`config.mk`:
```
export PLATFORM = sky130hd
export DESIGN_NAME = mfd_cell
export DESIGN_NICKNAME = d
export VERILOG_FILES = /design/src/rtl/maze_flood_fill_distance_defines.svh /design/src/rtl/mfd_pkg.sv /design/src/rtl/mfd_cell.sv
export SDC_FILE = /design/constraint.sdc
export NUM_CORES = 1
export LEC_CHECK = 0
export ABC_AREA = 1
export BUFFER_PORTS_ARGS = -buffer_cell sky130_fd_sc_hd__buf_2
export CORE_MARGIN = 2
export CORE_UTILIZATION = 45
export DETAILED_ROUTE_END_ITERATION = 7
export PLACE_DENSITY = 0.8
export SYNTH_ARGS = -nofsm -noshare
export SYNTH_HDL_FRONTEND = slang
export SYNTH_SLANG_ARGS = --single-unit
export TNS_END_PERCENT = 20
```
`constraint.sdc`:
```
create_clock -name clock -period 2.9 [get_ports clock]
set_clock_uncertainty 0.1 [all_clocks]
set_input_delay 0.58 -clock clock [delete_from_list [all_inputs] [get_ports clock]]
set_output_delay 0.58 -clock clock [all_outputs]
set_load 0.01 [all_outputs]
```
`src/rtl/maze_flood_fill_distance_defines.svh`:
```
// Assertion macros shared by the RTL
`ifndef MAZE_FLOOD_FILL_DISTANCE_DEFINES_SVH
`define MAZE_FLOOD_FILL_DISTANCE_DEFINES_SVH

// Same-cycle implication
`define MFD_ASSERT_NOW(label, ante, cons) \
   label: assert property (@(posedge clock) disable iff (reset) (ante) |-> (cons)) \
      else $error("mfd check failed");

// Next-cycle implication
`define MFD_ASSERT_NEXT(label, ante, cons) \
   label: assert property (@(posedge clock) disable iff (reset) (ante) |=> (cons)) \
      else $error("mfd check failed");

`endif

```
`src/rtl/mfd_pkg.sv`:
```
package mfd_pkg;

   // Grid size defaults and the width of size values
   localparam int DEF_MAX_ROWS = 16;
   localparam int DEF_MAX_COLS = 16;
   localparam int DIM_W        = 7;

   // Register reset values and indexes
   localparam logic [4:0] ROWS_RESET = 5'd4;
   localparam logic [4:0] COLS_RESET = 5'd6;
   localparam logic       CSR_ROWS   = 1'b0;
   localparam logic       CSR_COLS   = 1'b1;

   // Item codes
   localparam logic [1:0] FUNC_WALL  = 2'd0;
   localparam logic [1:0] FUNC_FLOOD = 2'd1;
   localparam logic [1:0] FUNC_READ  = 2'd2;
   localparam logic [1:0] FUNC_UNDEF = 2'd3;

   // Wall sides
   localparam logic [1:0] SIDE_DOWN  = 2'd0;
   localparam logic [1:0] SIDE_UP    = 2'd1;
   localparam logic [1:0] SIDE_RIGHT = 2'd2;
   localparam logic [1:0] SIDE_LEFT  = 2'd3;

   typedef enum logic {
      ST_IDLE,
      ST_FLOOD
   } state_type;

   typedef struct packed {
      logic [1:0] func;
      logic [3:0] cell_row;
      logic [3:0] cell_col;
      logic [1:0] wall_side;
   } req_type;

   typedef struct packed {
      logic [7:0] distance;
      logic       reached;
      logic       bad_cell;
   } rsp_type;

   // Broadcast to every cell
   typedef struct packed {
      logic       start;
      logic       step_en;
      logic [7:0] step;
   } cell_ctl_type;

endpackage

```
`src/rtl/mfd_cell.sv`:
```
module mfd_cell (
   input  logic                 clock,
   input  logic                 reset,
   input  mfd_pkg::cell_ctl_type ctl,
   input  logic                 in_use,
   input  logic                 goal,
   input  logic [3:0]           wall_set,
   input  logic [3:0]           nbr_front,
   output logic                 front,
   output logic                 reached,
   output logic [7:0]           dist_out
);

   logic [3:0] walls_ff, walls_in;
   logic       reached_ff, reached_in;
   logic       front_ff, front_in;
   logic [7:0] dist_ff, dist_in;
   logic       hit;

   // An unreached cell in use is hit when an open side faces a neighbour on the wavefront
   assign hit = in_use && !reached_ff && (|(nbr_front & ~walls_ff));

   always_comb begin
      walls_in   = walls_ff | wall_set;
      reached_in = reached_ff;
      front_in   = front_ff;
      dist_in    = dist_ff;
      if (ctl.start) begin
         front_in = goal;
         if (in_use) begin
            reached_in = goal;
         end
         if (goal) begin
            dist_in = '0;
         end
      end else if (ctl.step_en) begin
         front_in = hit;
         if (hit) begin
            reached_in = 1'b1;
            dist_in    = ctl.step;
         end
      end
   end

   always_ff @(posedge clock) begin
      if (reset) begin
         walls_ff   <= '0;
         reached_ff <= 1'b0;
         front_ff   <= 1'b0;
      end else begin
         walls_ff   <= walls_in;
         reached_ff <= reached_in;
         front_ff   <= front_in;
      end
   end

   // distance is only reported for reached cells
   always_ff @(posedge clock) begin
      dist_ff <= dist_in;
   end

   assign front    = front_ff;
   assign reached  = reached_ff;
   assign dist_out = dist_ff;

endmodule

```
; After elaboration in Yosys (flattened, before gate mapping)
; Index checks and enable logic that the tools add are counted.
[totals]
ff_bits = 14
latchBits = 0
mem_bits_rw = 0
romBits = 0
in_bits = 22
out_inout_bits = 10
word_cells = 27
memories = 0
[classes]
addsub = 0
n_mul = 0
div_mod_pow = 0
magnitude_cmp = 0
n_eq_ne = 2
n_shift = 0
muxes = 10
bitwise = 3
n_reduce_logical = 8
[op_table]
columns = cell, n
row1 = 2-to-1 mux 8 bit, 4
row2 = 2-to-1 mux 1 bit, 6
row3 = AND reduction 3 bit, 2
row4 = AND 4 bit, 1
row5 = != test 2 x 1 -> 1 bit (second input constant), 2
row6 = inverter 4 bit, 1
row7 = OR 4 bit, 1
row8 = nonzero test 2 bit, 2
row9 = OR reduction 4 bit, 1
row10 = logical AND 1 bit, 2
row11 = logical NOT 1 bit, 1

; Logic depth before layout (Yosys ltp)
; Gate-level depths: netlist of the first run.
[depth]
word_depth = 7
depth_mapped = 7
depth_no_buf = 7

; Worst setup path after synthesis of the first run
; No wires, ideal clock.
[synth_path]
path_kind = input -> register
startpoint = in ctl[9] (netlist name)
endpoint = reg dist_ff[0], in the netlist dist_out[0], enable pin
setup_time_ns = 0.329
arrival_time_ns = 1.011
required_ns = 2.471
slack_ns = 1.460
stages = 5
path_buffers = 0
cell_sequence = inv_2 nand2_1 nor2_1 o21ai_2 nand2_1
[synth_between]
elab_chain_cells = 2
[synth_rtl]
columns = item, line
row1 = from (decl), mfd_cell.sv:4  ; input mfd_pkg::cell_ctl_type ctl,
row2 = != test 2 x 1 -> 1 bit (no line) or nonzero test 2 bit (tied branches), -
row3 = AND reduction 3 bit (no line) (*), -
row4 = to (signal assigned), mfd_cell.sv:59  ; dist_ff <= dist_in;
row5 = to (decl), mfd_cell.sv:17  ; logic [7:0] dist_ff, dist_in;
; Every way passes the cells marked *; elsewhere a longest branch is shown, timed or not.
; A chain may end at the register's enable or synchronous reset.

; Worst setup path after layout of the first run
[layout_path]
startpoint = in ctl[9] (netlist name)
endpoint = reg dist_ff[7], in the netlist dist_out[7], enable pin
; Same word-level chain as after synthesis.

==> impl_metrics.json, run 1 <==
{
  "drc": 0,
  "hold_violations": 0,
  "dp_hpwl_um": 787.7,
  "hold_class": "reg2reg",
  "synth-seq-area-share_pct": 60.76,
  "layout-drive-gt1-share_pct": 39.42,
  "clkTransAtPathRegs_ps": 80,
  "grt_overflow": 0,
  "status": "finished clean",
  "initial_core_util_pct": 46.75,
  "fin_nets": 127,
  "fp-row-count": 13,
  "synth-warning-count": 0,
  "fin_hold_ws_ps": 372.4,
  "crit_path_max_fanout": 13,
  "fill_cells": 118,
  "ys_types": 11,
  "mostFrequentLayoutCell": "buf_2",
  "die_h_um": 40.31,
  "start_kind": "primary input",
  "die_w_um": 40.31,
  "pwr_density_cell_nw_per_um2": 504.1,
  "fin_setup_tns_ps": 0,
  "diodes": 0,
  "crit_top_cell": "nand2_1",
  "period_needed_ps": 1470,
  "cts_resized": 0,
  "grt.total_usage_pct": 15.09,
  "finalSetupViolCount": 0,
  "syn_nets": 92,
  "crit_path_max_incr_delay_ps": 250,
  "path_class": "in2reg",
  "tritoncts": "yes",
  "tightest_slew_ps": 310.6,
  "cts_max_level": 1,
  "cts_inserted_buffers": 3,
  "synth_area_per_cell_um2": 8.472,
  "dr_total_vias": 545,
  "grt_pass1_wl_um": 1497,
  "dieArea_um2": 1624,
  "power_uw": 396.1,
  "vias_per_cell": 4.580,
  "slew_viol_final": 0,
  "core_area_um2": 1269,
  "pin_count": 32,
  "arrival_ps": 1330,
  "synth_top_area_share_pct": 40.51,
  "syn-instance-count": 70,
  "routed_wl_um": 1049,
  "cp_cell_sequence": "buf_2, inv_2, nand2_1, nor2_1, o21ai_2, nand2_1",
  "fmax_ghz": 0.6801,
  "finalCritPeriodShare_pct": 50.70,
  "wl_per_cell_um": 8.815,
  "clock_sinks": 14,
  "drt_iter0_markers": 13,
  "firstDrtPassIters": 4,
  "cp_slowest_cell": "nand2_1",
  "dp_slack_ps": 1111,
  "synth_top_area_cell": "edfxtp_1",
  "timing.critical_path.required_ps": 2760,
  "fin_ws_ps": 1430,
  "place_congestion": 0.6466,
  "grt_pass1_vias": 430,
  "clockRootBuffer": "clkbuf_4",
  "ir_drop_mv": 0.2188,
  "grt_setup_unrepaired": "no",
  "antenna_left": 0,
  "crit_buf_inv": 2,
  "synth_area_leaders": "edfxtp_1 41%, dfxtp_1 20%, nor2_1 11%",
  "synth_area_um2": 593.1,
  "relSlewSlack_pct": 79.25,
  "grt_max_degree": 14,
  "post_cts_buffers": 0,
  "drv_cap": 0,
  "ys_ff_latch": 14,
  "worst_setup_path_end_kind": "register",
  "numPortBuffers": 31,
  "clockBufferDepth": 2,
  "mostFrequentLayoutCells": "31 x buf_2, 18 x nor2_1, 15 x inv_1",
  "p_leak_uw": 0.0004472,
  "antenna_found_initial": 0,
  "postCtsHoldBufs": 0,
  "area_growth_pct": 32.49,
  "clock_latency_ps": 280,
  "path_delay_family": "simple AND/OR/NAND/NOR gates"
}
worst register-to-register path: cells and delay by family (launching register included):
family	cells	cell delay, ps
AOI/OAI and AO/OA	1	90
buffers and inverters	1	70
and+or+nand+nor	3	440
DFF	1	320
cells in the mapped netlist:
master    number
nor2_1        18
inv_1         15
nand2_1       12
edfxtp_1       8
dfxtp_1        6
inv_2          3
nand2_2        3
nand3_1        2
buf_4          1
nand3b_1       1
o21ai_2        1
worst paths after layout:
check / depth (start not counted) / slack, ps / to / startpoint
worst max-delay path: 6 / 1430 / dist_out[7] / ctl[9]
worst min-delay path: 2 / 370 / walls_ff[3] / walls_ff[3]
worst max register to register: 5 / 1550 / dist_out[7] / reached
worst min register to register: 2 / 370 / walls_ff[3] / walls_ff[3]
where the power goes:
part	internal (uW)	leakage, uW	switching, uW
sequential	224	0.000128	3.88
clock	49.9	0.0000154	60.8
combinational	25.6	0.000303	31.8
final cells by class:
type	instances	area, um^2	share of cell area (%)
Clock buffer	3	22.52	2.866
Clock inverter	1	3.754	0.4777
Inverter	18	67.56	8.599
Multi-Input combinational cell	37	157.7	20.06
Sequential cell	14	360.3	45.86
Tap cell	15	18.77	2.389
Timing Repair Buffer	31	155.1	19.75
flip-flops by register name (all words and copies together), names as in the netlist:
register  cells
reached       1
front         1
dist_out      8
walls_ff      4
per-stage QoR:
step / area (um^2) / cells / util, %
2_1_floorplan: 593.1 / 70 / -
3_3_place_gp: 759.5 / 115 / 59.86
3_5_place_dp: 759.5 / 115 / 59.86
4_1_cts: 785.8 / 119 / 61.93
5_1_grt: 785.8 / 119 / 61.93
6_report: 785.8 / 119 / 61.93
cell families after synthesis:
family	share of synthesized area [%]
buffers and inverters	12.66
AOI/OAI and AO/OA	1.477
and+or+nand+nor	25.11
DFF	60.76
layer usage:
metal / global-route usage, % / vias to the layer above / part of all wire, %
li1: - / 271 / -
met1: 15.19 / 235 / 43
met2: 22.18 / 31 / 43
met3: 6.667 / 8 / 10
met4: 15.83 / 0 / 4.0
met5: 0 / - / 0
(Power assumes the default switching activity.)
==> run 2: changes to the inputs <==
--- a/config.mk
+++ b/config.mk
@@ -8,9 +8,9 @@
 export ABC_AREA = 1
 export BUFFER_PORTS_ARGS = -buffer_cell sky130_fd_sc_hd__buf_2
 export CORE_MARGIN = 2
-export CORE_UTILIZATION = 45
+export CORE_UTILIZATION = 37
 export DETAILED_ROUTE_END_ITERATION = 7
-export PLACE_DENSITY = 0.8
+export PLACE_DENSITY = 0.71
 export SYNTH_ARGS = -nofsm -noshare
 export SYNTH_HDL_FRONTEND = slang
 export SYNTH_SLANG_ARGS = --single-unit
==> constraint.sdc (replaced) <==
create_clock -name clock -period 1.2 [get_ports clock]
set_clock_uncertainty 0.1 [all_clocks]
set_input_delay 0.24 -clock clock [delete_from_list [all_inputs] [get_ports clock]]
set_output_delay 0.24 -clock clock [all_outputs]
set_load 0.01 [all_outputs]
==> impl_metrics.json, run 2 (same netlist as run 1, synthesis figures left out) <==
{
  "status": "finished clean",
  "vias_per_cell": 4.433,
  "reg2reg_to": "dist_out[6]",
  "finalSetupViolCount": 0,
  "r2r_cells": 5,
  "rr_startpoint": "walls_ff[1]",
  "hold_violations": 0,
  "dp_slack_ps": -16.97,
  "cts_inserted_buffers": 3,
  "place_congestion": 0.7611,
  "ir_drop_mv": 0.6642,
  "grt_setup_unrepaired": "no",
  "placed_cell_area_um2": 770.7,
  "crit_path_max_incr_delay_ps": 340,
  "path_class": "reg2reg",
  "drv_cap": 0,
  "layout-drive-gt1-share_pct": 50.96,
  "clkTransAtPathRegs_ps": 80,
  "path_delay_family": "flip-flops",
  "clock_latency_ps": 270,
  "antenna_left": 0,
  "multiInputGateArea_um2": 187.7,
  "start_kind": "register",
  "finalCritPeriodShare_pct": 95.56,
  "regToRegSetupSlack_ps": 50,
  "initial_core_util_pct": 39.37,
  "grt_max_degree": 13,
  "hold_end": "walls_ff[1]",
  "wl_per_cell_um": 9.467,
  "pwr_density_cell_nw_per_um2": 1165,
  "instances_no_fill": 120,
  "drt_iter0_markers": 11,
  "clockBufferDepth": 2,
  "period_needed_ps": 1147,
  "clockRootBuffer": "clkbuf_4",
  "hold_depth": 3,
  "die_h_um": 44.04,
  "fin_util_pct": 54.82,
  "crit_top_cell": "nand2_2",
  "mostFrequentLayoutCell": "buf_2",
  "fin_ws_ps": 53.30,
  "drc": 0,
  "cp_cell_sequence": "inv_2, nand2_2, nand2_2, o21ai_4, nand2_4",
  "relSlewSlack_pct": 88.45,
  "firstDrtPassIters": 4,
  "fmax_ghz": 0.8721,
  "timing.critical_path.required_ps": 1120,
  "diodes": 0,
  "clock_sinks": 14,
  "regArea_um2": 365.4,
  "tightest_slew_ps": 172.6,
  "crit_buf_inv": 1,
  "final_area_um2": 825.8,
  "grt_pass1_wl_um": 1842,
  "core_area_um2": 1506,
  "dpl.cell_count": 117,
  "hold_class": "in2reg",
  "arrival_ps": 1070,
  "area_growth_pct": 39.24,
  "p_leak_uw": 0.0004530,
  "grt.total_usage_pct": 13.18,
  "grt_overflow": 0,
  "holdCritStartpoint": "wall_set[1]",
  "fin_setup_tns_ps": 0,
  "post_cts_buffers": 0,
  "mostFrequentLayoutCells": "31 x buf_2, 17 x nor2_1, 13 x inv_1",
  "crit_path_max_fanout": 8,
  "cp_slowest_cell": "dfxtp_2",
  "dr_total_vias": 532,
  "slew_viol_final": 0,
  "largest_register_ffs": 8,
  "dp_hpwl_um": 891.1,
  "worst_setup_path_end_kind": "register",
  "antenna_found_initial": 0,
  "die_w_um": 44.04,
  "pin_count": 32,
  "fill_cells": 151,
  "fin_nets": 128,
  "tritoncts": "yes",
  "routed_wl_um": 1136,
  "numPortBuffers": 31,
  "dieArea_um2": 1939,
  "grt_pass1_vias": 487,
  "cts_max_level": 1,
  "fp-row-count": 14
}
[run 2: cell types whose count changed in the layout (fill, tap and decap cells not counted), moves of 2 or more]
| cell | before | now |
|---|---|---|
| inv_1 | 15 | 13 |
| dfxtp_2 | 0 | 4 |
| nand2_2 | 3 | 6 |
| inv_2 | 3 | 5 |
| dfxtp_1 | 6 | 2 |
| nand2_1 | 12 | 8 |
[run 2: how the worst max path moves through the flow]
stage / from / endpoint / cells past startpoint
after global placement: ctl[9] / dist_out[5] / 6
after detailed placement: walls_ff[1] / dist_out[6] / 5
after global routing: walls_ff[2] / dist_out[6] / 5
final: walls_ff[1] / dist_out[6] / 5
after CTS: reached / dist_out[6] / 5
after floorplan: reached / dist_out[0] / 5
[run 2: repair_timing]
item,in CTS,in global routing
endpoints found under the setup margin,8,8
hold buffers,0,0
pin swaps,1,6
gates resized for setup,3,10
[run 2: routing by layer]
metal	vias up	share of wire [%]	track usage, %
met5	-	0	0
met4	0	0	5.455
met3	0	11	4.082
met2	28	51	24.12
met1	232	38	13.84
li1	272	-	-
[run 2: where the power goes]
group	switching, uW	internal (uW)
Combinational	85.6	68.9
Sequential	11.2	543
Clock	137	116
[run 2: per-stage QoR]
| stage | hold slack (ps) | power (uW) |
|---|---|---|
| 3_5_place_dp | 349.4 | 706.4 |
| 2_1_floorplan | 212.4 | 636.7 |
| 6_report | 67.09 | 962.3 |
| 3_3_place_gp | 344.0 | 701.2 |
| 4_1_cts | 65.45 | 962.6 |
| 5_1_grt | 58.65 | 1016 |
[run 2: worst register-to-register path: stages, from the launching register on]
cell and delay [ps]:
dfxtp_2 340, inv_2 30, nand2_2 50, nand2_2 60, o21ai_4 190, nand2_4 120
[run 2: cell type report]
cell class / count / area share [%]
inverter: 18 / 8.182
tap: 16 / 2.424
timing repair buffer: 32 / 19.70
multi-input combinational: 37 / 22.73
clock buffer: 3 / 2.727
sequential: 14 / 44.24
==> run 3: changes to the inputs <==
--- a/config.mk
+++ b/config.mk
@@ -10,7 +10,7 @@
 export CORE_MARGIN = 2
 export CORE_UTILIZATION = 37
 export DETAILED_ROUTE_END_ITERATION = 7
-export PLACE_DENSITY = 0.71
+export PLACE_DENSITY = 0.72
 export SYNTH_ARGS = -nofsm -noshare
 export SYNTH_HDL_FRONTEND = slang
 export SYNTH_SLANG_ARGS = --single-unit
==> impl_metrics.json, run 3 (same netlist as run 1, synthesis figures left out) <==
{
  "slew_viol_final": 0,
  "path_class": "reg2reg",
  "wl_per_cell_um": 9.554,
  "initial_core_util_pct": 39.37,
  "mostFrequentLayoutCells": "31 x buf_2, 17 x nor2_1, 14 x inv_1",
  "core_area_um2": 1506,
  "fin_nets": 128,
  "dieArea_um2": 1939,
  "drt_iter0_markers": 8,
  "cts_max_level": 1,
  "firstDrtPassIters": 6,
  "dp_hpwl_um": 896.3,
  "fin_setup_tns_ps": 0,
  "clock_latency_ps": 270,
  "p_comb_share_pct": 15.7,
  "post_cts_buffers": 0,
  "dp_slack_ps": -69.73,
  "drc": 0,
  "numPortBuffers": 31,
  "switching_share_pct": 24.30,
  "clkTransAtPathRegs_ps": 80,
  "clockRootBuffer": "clkbuf_4",
  "p_leak_uw": 0.0004547,
  "drv_cap": 0,
  "grt_pass1_vias": 465,
  "placed_cell_area_um2": 770.7,
  "dr_total_vias": 520,
  "pwr_density_cell_nw_per_um2": 1183,
  "crit_path_max_fanout": 8,
  "start_kind": "register",
  "antenna_left": 0,
  "status": "finished clean",
  "relSlewSlack_pct": 88.34,
  "clockPowerShare_pct": 27.7,
  "tightest_slew_ps": 174.3,
  "mostFrequentLayoutCell": "buf_2",
  "diodes": 0,
  "grt.total_usage_pct": 13.11,
  "fin_ws_ps": 31.89,
  "hold_violations": 0,
  "cts_inserted_buffers": 3,
  "routed_wl_um": 1156,
  "ir_drop_mv": 0.6023,
  "final_area_um2": 827.0,
  "finalSetupViolCount": 0,
  "hold_class": "in2reg",
  "clock_sinks": 14,
  "antenna_found_initial": 0,
  "area_growth_pct": 39.45,
  "switchingPower_uw": 237.7,
  "fmax_ghz": 0.8561,
  "tritoncts": "yes",
  "fill_cells": 138,
  "vias_per_cell": 4.298,
  "worst_setup_path_end_kind": "register",
  "finalCritPeriodShare_pct": 97.34,
  "p_int_uw": 740.5,
  "fp-row-count": 14,
  "p_seq_share_pct": 56.7,
  "grt_max_degree": 13,
  "period_needed_ps": 1168,
  "pin_count": 32,
  "largest_register_ffs": 8,
  "die_h_um": 44.04,
  "layout-drive-gt1-share_pct": 48.57,
  "arrival_ps": 1050,
  "grt_overflow": 0,
  "grt_setup_unrepaired": "yes",
  "clockBufferDepth": 2,
  "place_congestion": 0.7553,
  "timing.critical_path.required_ps": 1090,
  "grt_pass1_wl_um": 1773,
  "die_w_um": 44.04
}
run 3: cell count changes in the layout (fill, tap and decap cells not counted), sizes merged:
cell / before / now
clkbuf: 3 / 4
run 3: path summary, 6_finish.rpt:
| check | startpoint | endpoint | slack, ps | cells past startpoint |
|---|---|---|---|---|
| max | reached | dist_out[0] | 30 | 5 |
| min | wall_set[3] | walls_ff[3] | 60 | 3 |
| max reg2reg | reached | dist_out[0] | 30 | 5 |
| min reg2reg | walls_ff[3] | walls_ff[3] | 360 | 2 |
run 3: metrics by stage:
stage,instances,hold WS [ps],util (%),power (uW)
floorplan,70,212.4,-,636.7
finish,121,61.26,54.90,978.2
global route,121,83.00,54.90,1031
detailed placement,117,347.4,51.16,706.2
global placement,117,343.7,51.16,701.4
CTS,121,55.94,53.90,978.6
run 3: worst max-delay path, stage by stage (launching register included):
cell and delay [ps]:
dfxtp_2 330, inv_2 50, nand2_2 60, nor2_4 130, o21ai_4 90, nand2_4 130
run 3: per-layer routing:
| metal | routed length (um) | global-route usage, % | vias up |
|---|---|---|---|
| met1 | 449 | 12.83 | 216 |
| met5 | 0 | 0 | - |
| met4 | 21 | 9.091 | 0 |
| li1 | - | - | 274 |
| met2 | 577 | 23.53 | 26 |
| met3 | 107 | 3.673 | 4 |
run 3: what timing repair did:
item | CTS | global route
cloned | 0 | 0
hold buffers | 0 | 0
pin swaps | 2 | 3
gates resized for setup | 3 | 8
endpoints found under the setup margin | 8 | 8
hold endpoints to repair | 0 | 0
run 3: power groups by stage:
| stage | combinational (uW) | sequential [uW] | clock, uW |
|---|---|---|---|
| 5_1_grt | 173 | 558 | 301 |
| 2_1_floorplan | 62.6 | 574 | 0 |
| 4_1_cts | 150 | 552 | 276 |
| 3_5_place_dp | 143 | 563 | 0 |
| 6_report | 153 | 554 | 271 |
| 3_3_place_gp | 140 | 562 | 0 |
run 3: cell type report:
class / instances / area, um^2 / area share (%)
multi-input combinational: 37 / 185.2 / 22.39
inverter: 18 / 67.56 / 8.169
tap: 16 / 20.02 / 2.421
sequential: 14 / 365.4 / 44.18
clock buffer: 4 / 26.28 / 3.177
timing repair buffer: 32 / 162.7 / 19.67
